### config.mk
export PLATFORM = sky130hd
export DESIGN_NAME = time_aware_exponential_filter_top
export DESIGN_NICKNAME = d
export VERILOG_FILES = /design/src/design/taef_pkg.sv /design/src/design/taef_divider.sv /design/src/design/time_aware_exponential_filter_top.sv
export SDC_FILE = /design/constraint.sdc
export NUM_CORES = 2
export LEC_CHECK = 0
export BUFFER_PORTS_ARGS = -buffer_cell sky130_fd_sc_hd__buf_2
export CAP_MARGIN = 10
export CORE_MARGIN = 2
export CORE_UTILIZATION = 35
export DETAILED_ROUTE_END_ITERATION = 7
export SYNTH_ARGS = -nofsm -noshare
export SYNTH_HDL_FRONTEND = slang
export SYNTH_HIERARCHICAL = 1
export SYNTH_SLANG_ARGS = --single-unit
### constraint.sdc
create_clock -name clock -period 47.9 [get_ports clock]
set_clock_uncertainty 0.1 [all_clocks]
set_input_delay 4.79 -clock clock [delete_from_list [all_inputs] [get_ports clock]]
set_output_delay 4.79 -clock clock [all_outputs]
set_load 0.05 [all_outputs]
### src/design/taef_pkg.sv
`timescale 1ns / 1ps
// ----------------------------------------------------------------------------
// taef_pkg
// constants and a function shared by the time-aware exponential filter
// ----------------------------------------------------------------------------
package taef_pkg;
   localparam int TIME_WIDTH = 32;
   localparam int OUT_WIDTH  = 48;
   localparam logic [31:0] EXP_M1_Q32 = 32'd1580030169;
   localparam logic [31:0] TAU_RESET  = 32'd100;
   localparam logic [32:0] ONE_Q32    = 33'h1_0000_0000;
   localparam logic signed [OUT_WIDTH-1:0] OUT_MAX = {1'b0, {(OUT_WIDTH-1){1'b1}}};
   localparam logic signed [OUT_WIDTH-1:0] OUT_MIN = {1'b1, {(OUT_WIDTH-1){1'b0}}};

   // reciprocals of 1..10 in Q0.36, rounded up (1 saturates to all ones), used for exact floor(v/k)
   function automatic logic [35:0] recip_k(input logic [3:0] k);
      logic [35:0] r;
      case (k)
         4'd1:    r = 36'hF_FFFF_FFFF;
         4'd2:    r = 36'h8_0000_0000;
         4'd3:    r = 36'h5_5555_5556;
         4'd4:    r = 36'h4_0000_0000;
         4'd5:    r = 36'h3_3333_3334;
         4'd6:    r = 36'h2_AAAA_AAAB;
         4'd7:    r = 36'h2_4924_924A;
         4'd8:    r = 36'h2_0000_0000;
         4'd9:    r = 36'h1_C71C_71C8;
         4'd10:   r = 36'h1_9999_999A;
         default: r = 36'h0;
      endcase
      return r;
   endfunction
endpackage

### src/design/taef_divider.sv
`timescale 1ns / 1ps
// ----------------------------------------------------------------------------
// taef_divider
// restoring divider, one quotient bit per cycle, 64-bit dividend by 32-bit
// ----------------------------------------------------------------------------
module taef_divider (
   input  logic        clock,
   input  logic        reset,
   input  logic        start,
   input  logic [63:0] dividend,
   input  logic [31:0] divisor,
   output logic        done,
   output logic [63:0] quotient,
   output logic [31:0] remainder
);
   logic [63:0] quo_ff, quo_in;
   logic [32:0] rem_ff, rem_in;
   logic [31:0] dvs_ff, dvs_in;
   logic [6:0]  cnt_ff, cnt_in;
   logic        busy_ff, busy_in;
   logic        done_ff, done_in;
   logic [32:0] trial;

   always_comb begin
      quo_in  = quo_ff;
      rem_in  = rem_ff;
      dvs_in  = dvs_ff;
      cnt_in  = cnt_ff;
      busy_in = busy_ff;
      done_in = 1'b0;
      trial   = {rem_ff[31:0], quo_ff[63]};
      if (start) begin
         quo_in  = dividend;
         rem_in  = '0;
         dvs_in  = divisor;
         cnt_in  = 7'd64;
         busy_in = 1'b1;
      end else if (busy_ff) begin
         // shift in next bit and try subtract
         if (trial >= {1'b0, dvs_ff}) begin
            rem_in = trial - {1'b0, dvs_ff};
            quo_in = {quo_ff[62:0], 1'b1};
         end else begin
            rem_in = trial;
            quo_in = {quo_ff[62:0], 1'b0};
         end
         cnt_in = cnt_ff - 7'd1;
         if (cnt_ff == 7'd1) begin
            busy_in = 1'b0;
            done_in = 1'b1;
         end
      end
   end

   always_ff @(posedge clock) begin
      if (reset) begin
         busy_ff <= 1'b0;
         done_ff <= 1'b0;
         cnt_ff  <= '0;
      end else begin
         busy_ff <= busy_in;
         done_ff <= done_in;
         cnt_ff  <= cnt_in;
      end
      quo_ff <= quo_in;
      rem_ff <= rem_in;
      dvs_ff <= dvs_in;
   end

   assign done      = done_ff;
   assign quotient  = quo_ff;
   assign remainder = rem_ff[31:0];
endmodule

### src/design/time_aware_exponential_filter_top.sv
`timescale 1ns / 1ps
// ----------------------------------------------------------------------------
// time_aware_exponential_filter_top
// exponential smoothing filter whose decay depends on elapsed milliseconds
// ----------------------------------------------------------------------------
// One transaction is taken at a time. Two passes of the bit-serial divider
// (dt/tau, then the fraction rem*2^32/tau) dominate each one, then ten steps
// of the exp series and up to sixteen exp(-1) steps run through one shared
// 33x36 multiplier, one product per cycle with a register after it, followed
// by blending. req_tready is high only while the block is idle and no result
// waits in the output register, where the result sits until taken. csr writes
// of zero are ignored.
// ----------------------------------------------------------------------------
module time_aware_exponential_filter_top #(
   parameter int FRAC_BITS    = 16,
   parameter int SAMPLE_WIDTH = 32
) (
   input  logic        clock,
   input  logic        reset,
   input  logic        csr_we,
   input  logic [31:0] csr_wdata,
   input  logic        req_tvalid,
   output logic        req_tready,
   input  logic [63:0] req_tdata,   // sample [31:0], now_ms [63:32]
   output logic        rsp_tvalid,
   input  logic        rsp_tready,
   output logic [47:0] rsp_tdata    // filtered [47:0]
);
   import taef_pkg::*;

   // sequencer states
   localparam logic [3:0] S_IDLE  = 4'd0;
   localparam logic [3:0] S_DIV1  = 4'd1;
   localparam logic [3:0] S_DIV2  = 4'd2;
   localparam logic [3:0] S_SER_M = 4'd3;
   localparam logic [3:0] S_SER_D = 4'd4;
   localparam logic [3:0] S_EXP1  = 4'd5;
   localparam logic [3:0] S_BLND1 = 4'd6;
   localparam logic [3:0] S_BLND2 = 4'd7;
   localparam logic [3:0] S_BLND3 = 4'd8;
   localparam logic [3:0] S_OUT   = 4'd9;
   localparam logic [3:0] S_DSTRT = 4'd10;

   localparam int KW = FRAC_BITS + 1;

   logic [3:0]  state_ff, state_in;
   logic [31:0] tau_ff;
   logic signed [47:0] prev_y_ff, prev_y_in;
   logic [31:0] prev_t_ff, prev_t_in;
   logic signed [47:0] xf_ff, xf_in;
   logic [31:0] dt_ff, dt_in;
   logic [4:0]  n_ff, n_in;
   logic [31:0] frac_ff, frac_in;
   logic [32:0] p_ff, p_in;
   logic [3:0]  k_ff, k_in;
   logic [64:0] prod_ff, prod_in;
   logic [KW-1:0] kf_ff, kf_in;
   logic [48:0] mag_ff, mag_in;
   logic        neg_ff, neg_in;
   logic [47:0] rsp_ff, rsp_in;
   logic        rv_ff, rv_in;
   logic        zero_k_ff, zero_k_in;

   // shared multiplier operands
   logic [32:0] mul_a;
   logic [35:0] mul_b;
   logic [68:0] mul_p;

   // divider
   logic        div_start;
   logic [63:0] div_dividend;
   logic        div_done;
   logic [63:0] div_q;
   logic [31:0] div_r;

   taef_divider u_div (
      .clock     (clock),
      .reset     (reset),
      .start     (div_start),
      .dividend  (div_dividend),
      .divisor   (tau_ff),
      .done      (div_done),
      .quotient  (div_q),
      .remainder (div_r)
   );

   // sample sign extension and scaling
   logic signed [SAMPLE_WIDTH-1:0] samp;
   logic signed [63:0] xs;
   logic signed [63:0] xsh;
   assign samp = req_tdata[SAMPLE_WIDTH-1:0];
   assign xs   = 64'(samp);
   assign xsh  = xs <<< FRAC_BITS;

   assign mul_p = {36'd0, mul_a} * {33'd0, mul_b};

   logic signed [49:0] diff;
   logic [48:0] scaled;
   logic signed [49:0] ysum;
   logic [32:0] rnd;

   always_comb begin
      state_in  = state_ff;
      prev_y_in = prev_y_ff;
      prev_t_in = prev_t_ff;
      xf_in     = xf_ff;
      dt_in     = dt_ff;
      n_in      = n_ff;
      frac_in   = frac_ff;
      p_in      = p_ff;
      k_in      = k_ff;
      prod_in   = prod_ff;
      kf_in     = kf_ff;
      mag_in    = mag_ff;
      neg_in    = neg_ff;
      rsp_in    = rsp_ff;
      rv_in     = rv_ff;
      zero_k_in = zero_k_ff;
      div_start = 1'b0;
      div_dividend = {32'd0, dt_ff};
      mul_a     = '0;
      mul_b     = '0;
      diff      = '0;
      scaled    = '0;
      ysum      = '0;
      rnd       = '0;
      if (rv_ff && rsp_tready) rv_in = 1'b0;
      case (state_ff)
         S_IDLE: begin
            if (req_tvalid && !rv_ff) begin
               // saturate xf to 48 bits
               if (xsh > 64'(OUT_MAX))      xf_in = OUT_MAX;
               else if (xsh < 64'(OUT_MIN)) xf_in = OUT_MIN;
               else                         xf_in = xsh[47:0];
               dt_in    = req_tdata[63:32] - prev_t_ff;
               prev_t_in = req_tdata[63:32];
               state_in = S_DSTRT;
            end
         end
         S_DSTRT: begin
            div_start    = 1'b1;
            div_dividend = {32'd0, dt_ff};
            state_in     = S_DIV1;
         end
         S_DIV1: begin
            if (div_done) begin
               zero_k_in = (div_q > 64'd16) || (div_q == 64'd16 && div_r != 32'd0);
               // no exp(-1) steps when the gain is forced to zero
               n_in = zero_k_in ? 5'd0 : div_q[4:0];
               div_start    = 1'b1;
               div_dividend = {div_r, 32'd0};
               state_in     = S_DIV2;
            end
         end
         S_DIV2: begin
            if (div_done) begin
               frac_in  = div_q[31:0];
               p_in     = ONE_Q32;
               k_in     = 4'd10;
               state_in = S_SER_M;
            end
         end
         S_SER_M: begin
            // f * p
            mul_a   = p_ff;
            mul_b   = {4'd0, frac_ff};
            prod_in = mul_p[64:0];
            state_in = S_SER_D;
         end
         S_SER_D: begin
            // floor(t/k) with t < 2^33 via reciprocal
            mul_a = prod_ff[64:32];
            mul_b = recip_k(k_ff);
            p_in  = ONE_Q32 - {1'b0, mul_p[67:36]};
            if (k_ff == 4'd1) p_in = ONE_Q32 - prod_ff[64:32];
            if (k_ff == 4'd1) state_in = S_EXP1;
            else begin
               k_in = k_ff - 4'd1;
               state_in = S_SER_M;
            end
         end
         S_EXP1: begin
            if (n_ff != 5'd0) begin
               mul_a = p_ff;
               mul_b = {4'd0, EXP_M1_Q32};
               p_in  = mul_p[64:32];
               n_in  = n_ff - 5'd1;
            end else begin
               rnd   = p_ff + (33'd1 << (31 - FRAC_BITS));
               kf_in = zero_k_ff ? '0 : rnd[32-FRAC_BITS +: KW];
               state_in = S_BLND1;
            end
         end
         S_BLND1: begin
            diff   = 50'(prev_y_ff) - 50'(xf_ff);
            neg_in = diff[49];
            mag_in = diff[49] ? 49'(-diff) : diff[48:0];
            state_in = S_BLND2;
         end
         S_BLND2: begin
            // high part a*K, magnitude < 2^49 so a < 2^(49-F)
            mul_a   = 33'(mag_ff >> FRAC_BITS);
            mul_b   = 36'(kf_ff);
            prod_in = mul_p[64:0];
            state_in = S_BLND3;
         end
         S_BLND3: begin
            mul_a  = 33'(mag_ff[FRAC_BITS-1:0]);
            mul_b  = 36'(kf_ff);
            scaled = 49'(prod_ff) + 49'(mul_p >> FRAC_BITS);
            if (neg_ff && (mul_p[FRAC_BITS-1:0] != '0)) scaled = scaled + 49'd1;
            ysum = neg_ff ? 50'(xf_ff) - 50'(scaled) : 50'(xf_ff) + 50'(scaled);
            if (ysum > 50'(OUT_MAX))      prev_y_in = OUT_MAX;
            else if (ysum < 50'(OUT_MIN)) prev_y_in = OUT_MIN;
            else                          prev_y_in = ysum[47:0];
            state_in = S_OUT;
         end
         S_OUT: begin
            rsp_in   = prev_y_ff;
            rv_in    = 1'b1;
            state_in = S_IDLE;
         end
         default: state_in = S_IDLE;
      endcase
   end

   always_ff @(posedge clock) begin
      if (reset) begin
         state_ff  <= S_IDLE;
         tau_ff    <= TAU_RESET;
         prev_y_ff <= '0;
         prev_t_ff <= '0;
         rv_ff     <= 1'b0;
      end else begin
         state_ff  <= state_in;
         prev_y_ff <= prev_y_in;
         prev_t_ff <= prev_t_in;
         rv_ff     <= rv_in;
         // zero time constant writes are dropped
         if (csr_we && csr_wdata != 32'd0) tau_ff <= csr_wdata;
      end
      xf_ff     <= xf_in;
      dt_ff     <= dt_in;
      n_ff      <= n_in;
      frac_ff   <= frac_in;
      p_ff      <= p_in;
      k_ff      <= k_in;
      prod_ff   <= prod_in;
      kf_ff     <= kf_in;
      mag_ff    <= mag_in;
      neg_ff    <= neg_in;
      rsp_ff    <= rsp_in;
      zero_k_ff <= zero_k_in;
   end

   assign req_tready = (state_ff == S_IDLE) && !rv_ff;
   assign rsp_tvalid = rv_ff;
   assign rsp_tdata  = rsp_ff;
endmodule
* Word level (Yosys, flattened, before mapping) *
Memories as Yosys holds them, arrays and structs flattened. A register that Yosys moved wholly into a read port is not among the register bits.
Index checks and enable logic that the tools add are counted.
W data, S select, Z words.

cells by class
  equality and inequality tests = 19
  reduce and logical (&&, ||, !) cells = 30
  bitwise operators = 2
  $lt $le $gt $ge = 6
  add/sub/neg operators = 14
  $mul = 1
  muxes and demuxes = 45

operators with widths
  kind                     number
  $mux W64                 4
  $pmux W33 S5             1
  $mux W49                 3
  $mux W48                 3
  $pmux W36 S4             1
  $mux W33                 4
  $pmux W33 S3             1
  $mul A33 B36 Y68         1
  $eq A64 B5 Y1 const B    1
  $gt A64 B5 Y1 const B    1
  $reduce_bool A32 Y1      2
  $sub A32 B32 Y32         2
  $add A50 B49 Y50         1
  $gt A50 B48 Y1 const B   1
  $lt A50 B48 Y1 const B   1
  $mux W50                 1
  $sub A50 B49 Y50         1
  $add A49 B1 Y49 const B  1
  $add A49 B49 Y49         1
  $neg A49 Y49             1
  $sub A48 B48 Y49         1
  $gt A48 B48 Y1 const B   1
  $lt A48 B48 Y1 const B   1
  $pmux W4 S10             1
  other kinds (38)         81

storage, ports and cells
  memory bits (read-only) = 576
  input port bits = 101
  memories = 1
  output and inout port bits = 50
  register bits = 589
  word-level logic and storage cells = 142

memories
  name             depth  bits a word  rd ports  clocked after Yosys merged registers in  write ports  line            RTL
  (no name shown)  16     36           1         1                                        0            taef_pkg.sv:18  case (k)

* Logic depth before layout (Yosys ltp) *
  depth in word-level cells = 13
  mapped depth = 73
  mapped depth without buffers = 67

* Modules after synthesis *
Netlist, hierarchy kept.

by module, submodules not included
  module                             sequential area each (sq um)  area each (sq um)  times used  cells an instance
  time_aware_exponential_filter_top  12301.8                       67305.8            1           7643
  taef_divider                       3703.6                        7338.3             1           662

* Least setup slack after synthesis *
No wires, ideal clock.

  path type = register to register
  from = register state_ff[1]
  to = register prev_y_ff[39]
  stages on the path, launching flop included = 64
  setup slack = 32118 ps
  clock period less this slack = 15782 ps
  library setup time = 137 ps
  required time = 47663 ps
  path buffers = 7
  data arrival time = 15544 ps
  cell sequence = dfxtp_1 > clkbuf_1 > nand2b_1 > nor3_1 > clkbuf_1 > buf_1 > nand2_1 > nand2_1 > a221oi_1 > clkbuf_1 > nor2_1 > fa_1 > inv_1 > fa_1 > inv_1 > fa_1 > fa_1 > fa_1 > [28 not listed] > xnor2_1 > nor4b_1 > nor2_1 > xor2_1 > ha_1 > a21oi_1 > nor2b_1 > o21ai_0 > nand2b_1 > a21oi_1 > nor2b_1 > a311oi_1 > xnor2_1 > o21a_1 > nor2_1 > buf_4 > buf_4 > a211oi_1

between the ends
  longest elaborated chain between the ends = 13
  elaborated cells on any way between the ends = 22
  classes of those cells = 4 x add/sub; 1 x mul; 2 x order compare; 5 x eq/ne; 7 x mux; 3 x reduce/logical

RTL lines
  item                                                         line                                      RTL
  from (decl)                                                  time_aware_exponential_filter_top.sv:46   logic [3:0] state_ff, state_in;
  from (signal assigned)                                       time_aware_exponential_filter_top.sv:235  state_ff <= state_in;
  $eq A4 B4 Y1 / $eq A4 B3 Y1 (equally long branches)          time_aware_exponential_filter_top.sv:128  case (state_ff)
  $reduce_or A2 Y1 (no line)                                   n/a
  $pmux W36 S4                                                 time_aware_exponential_filter_top.sv:128
  $mul A33 B36 Y68 (*)                                         time_aware_exponential_filter_top.sv:95   assign mul_p = {36'd0, mul_a} * {33'd0, mul_b};
  net mul_p[37]                                                time_aware_exponential_filter_top.sv:67   logic [68:0] mul_p;
  $add A49 B49 Y49 (*)                                         time_aware_exponential_filter_top.sv:210  scaled = 49'(prod_ff) + 49'(mul_p >> FRAC_BITS);
  $add A49 B1 Y49                                              time_aware_exponential_filter_top.sv:211  if (neg_ff && (mul_p[FRAC_BITS-1:0] != '0)) scaled = scaled + 49'd1;
  $mux W49 (*)                                                 time_aware_exponential_filter_top.sv:211
  $mux W49 (*)                                                 time_aware_exponential_filter_top.sv:128
  $add A50 B49 Y50 / $sub A50 B49 Y50 (equally long branches)  time_aware_exponential_filter_top.sv:212  ysum = neg_ff ? 50'(xf_ff) - 50'(scaled) : 50'(xf_ff) + 50'(scaled);
  $mux W50 (*)                                                 time_aware_exponential_filter_top.sv:212
  $lt A50 B48 Y1                                               time_aware_exponential_filter_top.sv:214  else if (ysum < 50'(OUT_MIN)) prev_y_in = OUT_MIN;
  $mux W48                                                     time_aware_exponential_filter_top.sv:214
  $mux W48 (*)                                                 time_aware_exponential_filter_top.sv:213  if (ysum > 50'(OUT_MAX)) prev_y_in = OUT_MAX;
  to (signal assigned)                                         time_aware_exponential_filter_top.sv:236  prev_y_ff <= prev_y_in;
  to (decl)                                                    time_aware_exponential_filter_top.sv:48   logic signed [47:0] prev_y_ff, prev_y_in;

The timed path passes the listed nets; every way through them passes the cells marked *. The select of a mux whose other input is x is not followed.
A chain may end at the register's enable or synchronous reset.

* Final worst setup path *
  from = register state_ff[2]
  to = register prev_y_ff[2]

The elaborated chain is that of the path after synthesis.

==> metrics <==
P_int=0.00177 W; CTS max path bufs=3; Pre-antenna DRT Iters=6; final cell count without fillers=11100; sw frac=between 50% and 60%; outcome=finished with violations; top cells by area, synth=fa_1, edfxtp_1, ha_1; Req. time, crit path=48.29 ns; Slew Limit Fails=10; dpl cell area=78700 um2; Cell Area, Synth=74600 um2; Max rail drop VDD=~0.000048 V; total die area=217000 um2; clock root cell=clkbuf_16; overall power=roughly 0.0037 W; FFs w/ async S/R, synth=0%; total global-route track usage=22.1%; CP startpoint kind=flop; slew of the pin with the lowest slew margin=1.80 ns; Synth-to-Final Area Change=7.93%; Detail Placement HPWL=189000 um; Fmax=0.0522 GHz; max cap viols=0; largest net degree at the start of global routing=71; fin crit period=19.14 ns; final setup violation count=0; Worst Hold Launch=tau_ff[17]; post-synthesis sequential area ratio=21.4%; global-route wire length before repair=369000 um; failing checks=slew limit; initial antenna violation count=3; slowest CP cell=a221o_1; CTS tree=done; cts repair resizes=0; Net Switching=0.00194 W; fraction of layout cells with a size suffix above 1=just over 7%; Leak Pwr=about 35 nW; drt total wl=242000 um; reg-to-reg slack, setup=28.76 ns; quantity of I/O buffers inserted on ports=150; CP most frequent cell=fa_1; number of flops mapped to enable cells by yosys=around 420; worst r2r dst=prev_y_ff[2]; RR Startpoint=state_ff[2]; Crit. End Element=flop; clock sink count=592; GR Overflow Total=0; Cell Pwr Density=46.0 nW/um2; most common flop cell mapped by yosys=edfxtp_1; chip width=466 um; Slew HR=-21.1%; hold slack=0.335 ns; combinational group share of total power=66.1%; syn_area_per_cell=~9.0 um2; Layout Nets=9893; synthesized flop and latch total=592; FP Rows=169; Initial Utilization=35.2%; H-tree depth=2; Num CTS Buffers=54; crit path from=state_ff[2]; die height=roughly 470 um; most numerous cell in the Yosys netlist=inv_1; Tcrit/Tclk final=40.0%; Clk pwr share=12.3%; antenna viol nets, final=0; CP Capture Point=prev_y_ff[2]; # IOs=151; critical path data arrival time=19.53 ns; placed cells=11000; Post-route DRC=0; critical path class=reg -> reg; DRT iter0 DRCs=approximately 5900; Via Count=59900; setup bufs post-CTS=0; synthesized instance count=8305; Core Box Area=212000 um2; cts hold-fix bufs=0; Worst-Skew Late Latency=0.66 ns; final instance area=~81000 um2; final setup TNS=0 ns; sequential share of power=21.6%; ANT cells=0; Post-synth top cells=inv_1, nand2_1, fa_1, nor2_1, ha_1; RSZ-0062 raised after global routing=false; Ys Warns=6; CTS clk-pin slew, worst paths=0.07 ns; Hold Crit Class=reg -> reg; r2r worst-path depth=slightly below 60; Vias/cell=5.38; Hold Violations, Final=0; top cell type's share of synthesized area=28.2%; Routed WL per cell=21.7 um; gpl congestion=0.996; vias in the first global route=between 50000 and 60000; largest stage delay on the critical path=0.95 ns; Synth cell types=105; largest fanout on the critical path=68; Yosys top cell by area=fa_1
sequential cells by signal, summed over array words and instances (netlist names), named ones only:
name / flops
prod_ff: 65
u_div/quotient: 64
mag_ff: 49
prev_y_ff: 48
rsp_tdata: 48
p_ff: 33
dt_ff: 32
frac_ff: 32
prev_t_ff: 32
tau_ff: 32
u_div/dvs_ff: 32
u_div/rem_ff: 32
xf_ff: 32
kf_ff: 17
u_div/cnt_ff: 7
n_ff: 5
k_ff: 4
state_ff: 4
neg_ff: 1
rsp_tvalid: 1
u_div/busy_ff: 1
u_div/done: 1
zero_k_ff: 1
layout by cell type, fill, tap and decap left out, drive strengths merged, types with 38 or more instances in the layout:
| cell type | instances |
|---|---|
| buf | 307 |
| nor4 | 58 |
| nand4 | 76 |
| nand3 | 92 |
| edfxtp | 415 |
| mux2 | 73 |
| a31oi | 42 |
| nand2b | 38 |
| mux2i | 65 |
| a211oi | 116 |
| o21ai | 191 |
| nor2b | 72 |
| nor3 | 119 |
| nand2 | 1179 |
| a21o | 105 |
| and3 | 62 |
| nor2 | 924 |
| fa | 1053 |
| clkbuf | 72 |
| xor2 | 149 |
| ha | 458 |
| and2 | 99 |
| a21oi | 300 |
| dfxtp | 177 |
| xnor2 | 251 |
| inv | 1262 |
how the worst min path moves through the flow:
stage | endpoint | depth (start not counted)
finish | u_div/dvs_ff[17] | 0
global placement | u_div/dvs_ff[28] | 0
CTS | u_div/dvs_ff[17] | 0
detailed placement | u_div/dvs_ff[6] | 0
floorplan | rsp_tdata[11] | 0
global route | u_div/dvs_ff[26] | 0
metal layers:
layer  global-route usage, %  vias to the layer above  wire (um)
li1                        -                    26900          -
met1                    30.7                    29900     102000
met2                    34.3                     2680     106000
met3                    3.88                      463      21900
met4                    8.60                        0      11500
met5                       0                        -          0
power by group through the flow:
stage	Combinational [W]	Clock (W)	Sequential, W
floorplan	0.00169	0	0.000762
global placement	0.00235	0	0.000808
detailed placement	0.00237	0	0.000807
CTS	0.00239	0.000471	0.000797
global route	0.00265	0.000486	0.000809
finish	0.00245	0.000458	0.000800
logic make-up after synthesis:
logic type      Yosys count  share of synthesized area, %
flops                   592                          21.4
xor+xnor                401                          4.72
other cells               2                        0.0101
buf+inv                1646                          8.43
fa+ha+maj              1511                          35.9
mux                     138                          1.97
simple gates           2900                          17.4
compound gates         1115                          10.1
critical path: cells and delay by family, from the launching register on:
family / cells / cell delay, ns
buf+inv: 9 / 1.94
flops: 1 / 0.85
fa+ha+maj: 11 / 5.21
mux: 1 / 0.41
compound gates: 17 / 5.20
simple gates: 18 / 4.42
xor+xnor: 3 / 0.71
metrics by stage:
stage               setup slack, ns  utilization [%]
finish                        28.76             38.0
global route                  27.38             38.0
CTS                           28.98             38.0
detailed placement            29.04             37.1
global placement              29.28             37.1
floorplan                     32.12                -
area by class of cell:
class / count / area [um2]
clock buffer: 70 / 1500
fill: 21200 / 132000
clock inverter: 32 / 342
inverter: 1256 / 4720
timing repair buffer: 309 / 1950
sequential: 592 / 16000
tap: 2821 / 3530
multi-input combinational: 6068 / 52500
No activity file was read; power rests on OpenSTA's default activity.
